<file path="config.mk">
export PLATFORM = sky130hd
export DESIGN_NAME = encoder_edge_period_speed
export DESIGN_NICKNAME = d
export VERILOG_FILES = /design/src/sv/encp_pkg.sv /design/src/sv/encoder_edge_period_speed.sv /design/src/sv/encp_div.sv
export SDC_FILE = /design/constraint.sdc
export NUM_CORES = 1
export LEC_CHECK = 0
export BUFFER_PORTS_ARGS = -buffer_cell sky130_fd_sc_hd__clkbuf_2
export CAP_MARGIN = 20
export CORE_MARGIN = 2
export CORE_UTILIZATION = 50
export CTS_BUF_LIST = sky130_fd_sc_hd__clkbuf_4 sky130_fd_sc_hd__clkbuf_8
export CTS_CLUSTER_DIAMETER = 30
export DETAILED_ROUTE_END_ITERATION = 16
export GPL_TIMING_DRIVEN = 0
export MAX_ROUTING_LAYER = met4
export PLACE_DENSITY = 0.68
export SLEW_MARGIN = 15
export SYNTH_ARGS = -nofsm -noshare
export SYNTH_HDL_FRONTEND = slang
export SYNTH_HIERARCHICAL = 1
export SYNTH_SLANG_ARGS = --single-unit
</file>
<file path="constraint.sdc">
create_clock -name clk_i -period 24.7 [get_ports clk_i]
set_input_delay 3.705 -clock clk_i [delete_from_list [all_inputs] [get_ports clk_i]]
set_output_delay 3.705 -clock clk_i [all_outputs]
set_load 0.05 [all_outputs]
</file>
<file path="src/sv/encp_pkg.sv">
// Shared types and constants for the encoder edge-period speed block.
// Used by encp_div, encoder_edge_period_speed and the testbench; depends on nothing else.

package encp_pkg;

  // Timer stamp bits actually used; the interval is taken modulo 2^StampBits
  localparam int unsigned StampBits = 64;
  // Wide enough to compare the interval with a 32-bit gap or saturation limit
  localparam int unsigned CmpW      = (StampBits > 32) ? StampBits : 32;

  // Field and register widths
  localparam int unsigned GainW     = 48;
  localparam int unsigned GapW      = 32;
  localparam int unsigned SpeedW    = 32;
  localparam int unsigned IntvW     = 32;
  localparam int unsigned DirW      = 2;
  localparam int unsigned CfgIdxW   = 2;
  localparam int unsigned CfgDataW  = 48;
  localparam int unsigned InDataW   = 72;   // 64 + 1 + 2 packed, padded to bytes
  localparam int unsigned OutDataW  = 64;

  // Divider step counter
  localparam int unsigned DivCntW   = $clog2(GainW);

  // Configuration register indexes
  localparam logic [CfgIdxW-1:0] CFG_MIN_GAP   = 2'd0;
  localparam logic [CfgIdxW-1:0] CFG_GAIN_HIGH = 2'd1;
  localparam logic [CfgIdxW-1:0] CFG_GAIN_LOW  = 2'd2;

  // Register reset values
  localparam logic [GapW-1:0]  GAP_RESET       = 32'd25000;
  localparam logic [GainW-1:0] GAIN_HIGH_RESET = 48'd63727121000;
  localparam logic [GainW-1:0] GAIN_LOW_RESET  = 48'd39216611328;

  // Direction codes; both remaining codes mean reverse
  localparam logic [DirW-1:0] DIR_STOP = 2'b00;
  localparam logic [DirW-1:0] DIR_FWD  = 2'b01;

  // Saturation limits
  localparam logic [GainW-1:0]  POS_LIMIT = 48'h0000_7FFF_FFFF;
  localparam logic [GainW-1:0]  NEG_LIMIT = 48'h0000_8000_0000;
  localparam logic [CmpW-1:0]   INTV_MAX  = CmpW'(32'hFFFF_FFFF);

  // Sequencer states
  typedef enum logic [1:0] {
    ST_IDLE,
    ST_CALC,
    ST_HOLD
  } state_e;

  // Divider status toward the sequencer
  typedef struct packed {
    logic busy;
    logic done;
  } div_stat_t;

endpackage

</file>
<file path="src/sv/encoder_edge_period_speed.sv">
// Encoder edge-period speed: one edge beat in, zero or one speed beat out.
// An edge that yields a result starts the 48-step divider; the quotient then goes through the output
// register. No edge is taken while a division runs or its result waits for the output; edges
// without a result are taken one per cycle while the block is idle.
// Reset (rst_ni low, asynchronous): registers to defaults, stamp and level to 0.
// Depends on encp_pkg and encp_div.

module encoder_edge_period_speed import encp_pkg::*; (
  input  logic                clk_i,
  input  logic                rst_ni,
  // Edge beats
  input  logic                s_axis_tvalid_i,
  output logic                s_axis_tready_o,
  input  logic [InDataW-1:0]  s_axis_tdata_i,   // stamp_ticks[63:0], sensor_level[64],
                                                // direction[66:65], zero pad
  // Speed beats
  output logic                m_axis_tvalid_o,
  input  logic                m_axis_tready_i,
  output logic [OutDataW-1:0] m_axis_tdata_o,   // speed[31:0], interval_ticks[63:32]
  // Configuration writes
  input  logic                cfg_we_i,
  input  logic [CfgIdxW-1:0]  cfg_idx_i,
  input  logic [CfgDataW-1:0] cfg_data_i
);

  state_e               state_q, state_d;

  logic [GapW-1:0]      min_gap_q;
  logic [GainW-1:0]     gain_hi_q;
  logic [GainW-1:0]     gain_lo_q;

  logic [StampBits-1:0] last_stamp_q;
  logic                 last_level_q;

  logic [StampBits-1:0] interval_q;
  logic [DirW-1:0]      dir_q;

  logic                 out_valid_q, out_valid_d;
  logic [SpeedW-1:0]    out_speed_q;
  logic [IntvW-1:0]     out_intv_q;

  logic                 in_acc;
  logic [StampBits-1:0] in_stamp;
  logic                 in_level;
  logic [DirW-1:0]      in_dir;
  logic [StampBits-1:0] in_interval;
  logic                 fire;
  logic                 div_start;
  logic                 load_out;
  logic                 out_free;

  div_stat_t            div_stat;
  logic [GainW-1:0]     quotient;
  logic [SpeedW-1:0]    speed_val;
  logic [CmpW-1:0]      intv_ext;
  logic [IntvW-1:0]     intv_val;

  // Unpack the edge beat
  assign in_stamp    = s_axis_tdata_i[StampBits-1:0];
  assign in_level    = s_axis_tdata_i[64];
  assign in_dir      = s_axis_tdata_i[66:65];
  assign in_interval = in_stamp - last_stamp_q;
  assign fire        = (CmpW'(in_interval) > CmpW'(min_gap_q)) && (in_level != last_level_q);
  assign in_acc      = s_axis_tvalid_i && s_axis_tready_o;
  assign out_free    = !out_valid_q || m_axis_tready_i;

  // Sequencer
  always_comb begin
    state_d         = state_q;
    s_axis_tready_o = 1'b0;
    div_start       = 1'b0;
    load_out        = 1'b0;
    case (state_q)
      ST_IDLE: begin
        s_axis_tready_o = 1'b1;
        if (s_axis_tvalid_i && fire) begin
          div_start = 1'b1;
          state_d   = ST_CALC;
        end
      end
      ST_CALC: begin
        if (div_stat.done) begin
          if (out_free) begin
            load_out = 1'b1;
            state_d  = ST_IDLE;
          end else begin
            state_d  = ST_HOLD;
          end
        end
      end
      ST_HOLD: begin
        if (out_free) begin
          load_out = 1'b1;
          state_d  = ST_IDLE;
        end
      end
      default: state_d = ST_IDLE;
    endcase
  end

  always_ff @(posedge clk_i or negedge rst_ni) begin
    if (!rst_ni) begin
      state_q <= ST_IDLE;
    end else begin
      state_q <= state_d;
    end
  end

  // Configuration registers
  always_ff @(posedge clk_i or negedge rst_ni) begin
    if (!rst_ni) begin
      min_gap_q <= GAP_RESET;
      gain_hi_q <= GAIN_HIGH_RESET;
      gain_lo_q <= GAIN_LOW_RESET;
    end else if (cfg_we_i) begin
      case (cfg_idx_i)
        CFG_MIN_GAP:   min_gap_q <= cfg_data_i[GapW-1:0];
        CFG_GAIN_HIGH: gain_hi_q <= cfg_data_i[GainW-1:0];
        CFG_GAIN_LOW:  gain_lo_q <= cfg_data_i[GainW-1:0];
        default: ;
      endcase
    end
  end

  // Last edge, updated on every beat
  always_ff @(posedge clk_i or negedge rst_ni) begin
    if (!rst_ni) begin
      last_stamp_q <= '0;
      last_level_q <= 1'b0;
    end else if (in_acc) begin
      last_stamp_q <= in_stamp;
      last_level_q <= in_level;
    end
  end

  // Operands kept for the result
  always_ff @(posedge clk_i) begin
    if (div_start) begin
      interval_q <= in_interval;
      dir_q      <= in_dir;
    end
  end

  encp_div u_div (
    .clk_i      (clk_i),
    .rst_ni     (rst_ni),
    .start_i    (div_start),
    .dividend_i (in_level ? gain_hi_q : gain_lo_q),
    .divisor_i  (in_interval),
    .stat_o     (div_stat),
    .quotient_o (quotient)
  );

  // Saturate and sign the quotient; a zero gain gives zero anyway
  always_comb begin
    logic [GainW-1:0] q_lim;
    q_lim     = '0;
    speed_val = '0;
    if (dir_q == DIR_STOP) begin
      speed_val = '0;
    end else if (dir_q == DIR_FWD) begin
      q_lim     = (quotient > POS_LIMIT) ? POS_LIMIT : quotient;
      speed_val = q_lim[SpeedW-1:0];
    end else begin
      q_lim     = (quotient > NEG_LIMIT) ? NEG_LIMIT : quotient;
      speed_val = SpeedW'(0) - q_lim[SpeedW-1:0];
    end
  end

  assign intv_ext = CmpW'(interval_q);
  assign intv_val = (intv_ext > INTV_MAX) ? '1 : intv_ext[IntvW-1:0];

  // Output register
  assign out_valid_d = load_out ? 1'b1 : (m_axis_tready_i ? 1'b0 : out_valid_q);

  always_ff @(posedge clk_i or negedge rst_ni) begin
    if (!rst_ni) begin
      out_valid_q <= 1'b0;
    end else begin
      out_valid_q <= out_valid_d;
    end
  end

  always_ff @(posedge clk_i) begin
    if (load_out) begin
      out_speed_q <= speed_val;
      out_intv_q  <= intv_val;
    end
  end

  assign m_axis_tvalid_o = out_valid_q;
  assign m_axis_tdata_o  = {out_intv_q, out_speed_q};

`ifndef SYNTHESIS
  // Divider finishes only while the sequencer waits on it
  assert property (@(posedge clk_i) disable iff (!rst_ni)
    div_stat.done |-> state_q == ST_CALC)
    else $error("divider done outside calc state");

  // A firing edge starts a division
  assert property (@(posedge clk_i) disable iff (!rst_ni)
    (in_acc && fire) |=> (state_q == ST_CALC && div_stat.busy))
    else $error("firing edge did not start divider");

  // An edge that does not fire leaves the block ready
  assert property (@(posedge clk_i) disable iff (!rst_ni)
    (in_acc && !fire) |=> state_q == ST_IDLE)
    else $error("non-firing edge left block busy");

  // Waiting for the output only when a beat is pending there
  assert property (@(posedge clk_i) disable iff (!rst_ni)
    state_q == ST_HOLD |-> out_valid_q)
    else $error("hold state without pending output beat");
`endif

endmodule

</file>
<file path="src/sv/encp_div.sv">
// Restoring divider, one quotient bit per cycle, GainW steps per division.
// Depends on encp_pkg for widths and the status struct.

module encp_div import encp_pkg::*; (
  input  logic                 clk_i,
  input  logic                 rst_ni,
  input  logic                 start_i,
  input  logic [GainW-1:0]     dividend_i,
  input  logic [StampBits-1:0] divisor_i,
  output div_stat_t            stat_o,
  output logic [GainW-1:0]     quotient_o
);

  logic [StampBits-1:0] rem_q, rem_d;
  logic [GainW-1:0]     quo_q, quo_d;
  logic [StampBits-1:0] dvs_q;
  logic [DivCntW-1:0]   cnt_q, cnt_d;
  logic                 busy_q, busy_d;
  logic                 done_q, done_d;
  logic [StampBits:0]   shifted;
  logic [StampBits:0]   diff;
  logic                 ge;

  // One shift-compare-subtract step
  assign shifted = {rem_q, quo_q[GainW-1]};
  assign diff    = shifted - {1'b0, dvs_q};
  assign ge      = ~diff[StampBits];

  always_comb begin
    rem_d  = rem_q;
    quo_d  = quo_q;
    cnt_d  = cnt_q;
    busy_d = busy_q;
    done_d = 1'b0;
    if (start_i) begin
      rem_d  = '0;
      quo_d  = dividend_i;
      cnt_d  = '0;
      busy_d = 1'b1;
    end else if (busy_q) begin
      rem_d = ge ? diff[StampBits-1:0] : shifted[StampBits-1:0];
      quo_d = {quo_q[GainW-2:0], ge};
      cnt_d = cnt_q + 1'b1;
      if (cnt_q == DivCntW'(GainW - 1)) begin
        busy_d = 1'b0;
        done_d = 1'b1;
      end
    end
  end

  // Control state
  always_ff @(posedge clk_i or negedge rst_ni) begin
    if (!rst_ni) begin
      busy_q <= 1'b0;
      done_q <= 1'b0;
      cnt_q  <= '0;
    end else begin
      busy_q <= busy_d;
      done_q <= done_d;
      cnt_q  <= cnt_d;
    end
  end

  // Datapath
  always_ff @(posedge clk_i) begin
    rem_q <= rem_d;
    quo_q <= quo_d;
    if (start_i) begin
      dvs_q <= divisor_i;
    end
  end

  assign stat_o.busy = busy_q;
  assign stat_o.done = done_q;
  assign quotient_o  = quo_q;

endmodule

</file>
==> metrics.md <==
| Metric | Value |
|---|---|
| Final hold vios | 0 |
| Crit-path most repeated cell | a21oi_1 |
| CTS Buffer Depth | 3 |
| Initial DRT Pass Iterations | 5 |
| Die ar. | 61,370 um^2 |
| Post-cts gate resize count | 0 |
| Status | completed |
| Fillers | 5,100 |
| DP HPWL | 70,180 um |
| Fmax | 0.08017 GHz |
| PortBufs | 186 |
| Reg2reg start | last_stamp_q[11] |
| Largest net degree at the start of global routing | 103 |
| Dpl cells | 3,927 |
| Postcts setup bufs | 0 |
| Clock Sinks | 510 |
| Beginning of the worst hold path | u_div/rem_q[52] |
| Iter 0 DRT Violations | 1,825 |
| Critical path's slowest cell | a221oi_1 |
| NumNets Final | 3,561 |
| WL/cell | 21.93 um |
| Final Non-Filler Cells | 4,143 |
| First-pass GRT wire length | 137,900 um |
| Row Count | 89 |
| CP peak stage delay | 0.82 ns |
| All-Layer GR Usage | 30.34% |
| Synth Area per Inst | 10.03 um^2 |
| Post-synthesis cell count | 2,961 |
| Worst Hold Class | reg -> reg |
| Worst path arrival time | 12.93 ns |
| Vias per inst | 5.933 |
| Maximum capacitance violations | 0 |
| Initial antenna violation count | 4 |
| Post-synth net total | 3,254 |
| Via count | 24,580 |
| DRC Markers | 0 |
| CP required | 25.16 ns |
| Total Wirelength | 90,850 um |
| Ports | 193 |
| Max-slew violation count | 0 |
| CTS root buf | clkbuf_8 |
| CTS tree | yes |
| Hold_buf cts | 0 |
| CTS Buf Count | 112 |
| WS Path Type | in -> reg |
| Fin crit share | 50.50% |
| Pleak | 14.34 nW |
| Synthesis Warnings | 6 |
| Number of global-route vias before repair | 23,890 |
| Worst setup SP type | input port |
| Fin Setup TNS | 0 ns |
| RSZ-0062 raised after global routing | no |
| Clk_skew | 0.03087 ns |
| Grt total ovfl | 0 |
| Skew-Pair Late Insertion Delay | 0.73 ns |
| Reg2reg setup slack | 14.99 ns |
| Area growth, synth to finish | 16.43% |
| Worst VDD drop | 86.83 uV |
| Final setup violating endpoints | 0 |
| Core Region | 58,910 um^2 |
| H-tree depth | 3 |
| Setup crit end kind | flip-flop |
| ANT nets after route | 0 |
| Min Tclk post-route | 12.47 ns |
| Initial Util | 50.42% |
| Post-synthesis cell area | 29,700 um^2 |
| Ratio of cells with drive above 1 in the final layout | 22.60% |
| Max Fanout on Critical Path | 54 |
| Max-slew headroom | 29.23% |
| Worst Tran Pin Value | 1.054 ns |
| Width of the die | 247.7 um |
| GPL Wtd Cong | 0.9860 |
| Clock slew at reported path FFs | 0.06 ns |
| Die Y | 247.7 um |
| PwrDens | 151.5 nW/um^2 |
| Setup crit start | s_axis_tdata_i[6] |
## layout make-up
cell class	count	area, um^2	area share (%)
Antenna cell	3	7.507	0.02171
Buffer	134	563.0	1.628
Clock buffer	145	1883	5.445
Clock inverter	68	890.9	2.576
Inverter	213	799.5	2.312
Multi-Input combinational cell	2104	14660	42.38
Sequential cell	510	13700	39.61
Tap cell	773	967.2	2.797
Timing Repair Buffer	193	1117	3.231
## final timing paths
check,to,cells after the start
hold reg to reg,u_div/rem_q[52],2
hold / removal,u_div/rem_q[52],2
max in group asynchronous,min_gap_q[5],3
setup reg to reg,u_div/quotient_o[21],30
setup / recovery,u_div/quotient_o[21],29
min in group asynchronous,u_div/cnt_q[2],1
## metal layers
| metal | part of all wire [%] | vias to the layer above | GRT usage (%) |
|---|---|---|---|
| met5 | 0 | - | - |
| met1 | 46 | 12080 | 43.31 |
| met4 | 2.3 | 0 | 8.225 |
| met3 | 7.0 | 150 | 4.574 |
| li1 | - | 11440 | - |
| met2 | 44 | 910 | 45.05 |
## sequential cells by signal (all words and copies together) (netlist names), 2 cells and up
register	count
dir_q	2
state_q	2
gain_lo_q	48
min_gap_q	32
u_div/dvs_q	64
u_div/rem_q	64
out_intv_q	32
u_div/quotient_o	48
gain_hi_q	48
interval_q	64
out_speed_q	32
last_stamp_q	64
u_div/cnt_q	6
## worst max-delay path, delay by kind of cell
| kind | cells | cell delay [ns] |
|---|---|---|
| and+or+nand+nor | 5 | 1.76 |
| AOI/OAI and AO/OA | 13 | 3.42 |
| buffers and inverters | 8 | 2.64 |
| adders and majority gates | 2 | 0.73 |
| xor gates and xnor gates | 1 | 0.53 |
## power by group
| group | leakage [nW] | internal [W] | switching, W | total (W) |
|---|---|---|---|---|
| logic | 7.70 | 0.000977 | 0.00167 | 0.00265 |
| clock network | 1.41 | 0.000698 | 0.000419 | 0.00112 |
| registers | 5.24 | 0.00129 | 0.000182 | 0.00147 |
| total | 14.3 | 0.00297 | 0.00227 | 0.00524 |
## metrics by stage
stage / total power [W] / area, um^2 / hold slack (ns) / setup WS [ns] / util, %
detailed placement: 0.004068 / 31800 / 0.4723 / 11.74 / 53.99
CTS: 0.005210 / 34580 / 0.4792 / 12.51 / 58.69
global placement: 0.004007 / 31600 / 0.4628 / 7.988 / 53.64
floorplan: 0.003267 / 29700 / 0.4447 / 12.43 / -
global route: 0.005570 / 34580 / 0.4838 / 11.88 / 58.70
finish: 0.005239 / 34580 / 0.4758 / 12.23 / 58.71
## layout by cell type (no fill, tap or decap), drive strengths merged, types with 10 or more instances in the layout
cell / instances
o21ai: 205
edfxtp: 242
xor2: 50
o311ai: 13
nand3: 36
dfrtp: 168
clkinvlp: 10
and2: 13
mux2: 257
ha: 164
xnor2: 68
a21o: 42
o31ai: 16
a31oi: 20
inv: 218
o211ai: 24
buf: 34
nand2: 319
a311oi: 38
nor2b: 12
a21oi: 243
o21bai: 23
bufinv: 18
a211oi: 33
o21a: 18
or3: 51
dfxtp: 64
nand2b: 13
nand4: 61
clkinv: 35
nor2: 193
clkbuf: 438
and3: 14
nor3: 41
dfstp: 36
nor4: 28
Power figures use the tool's default switching activity.
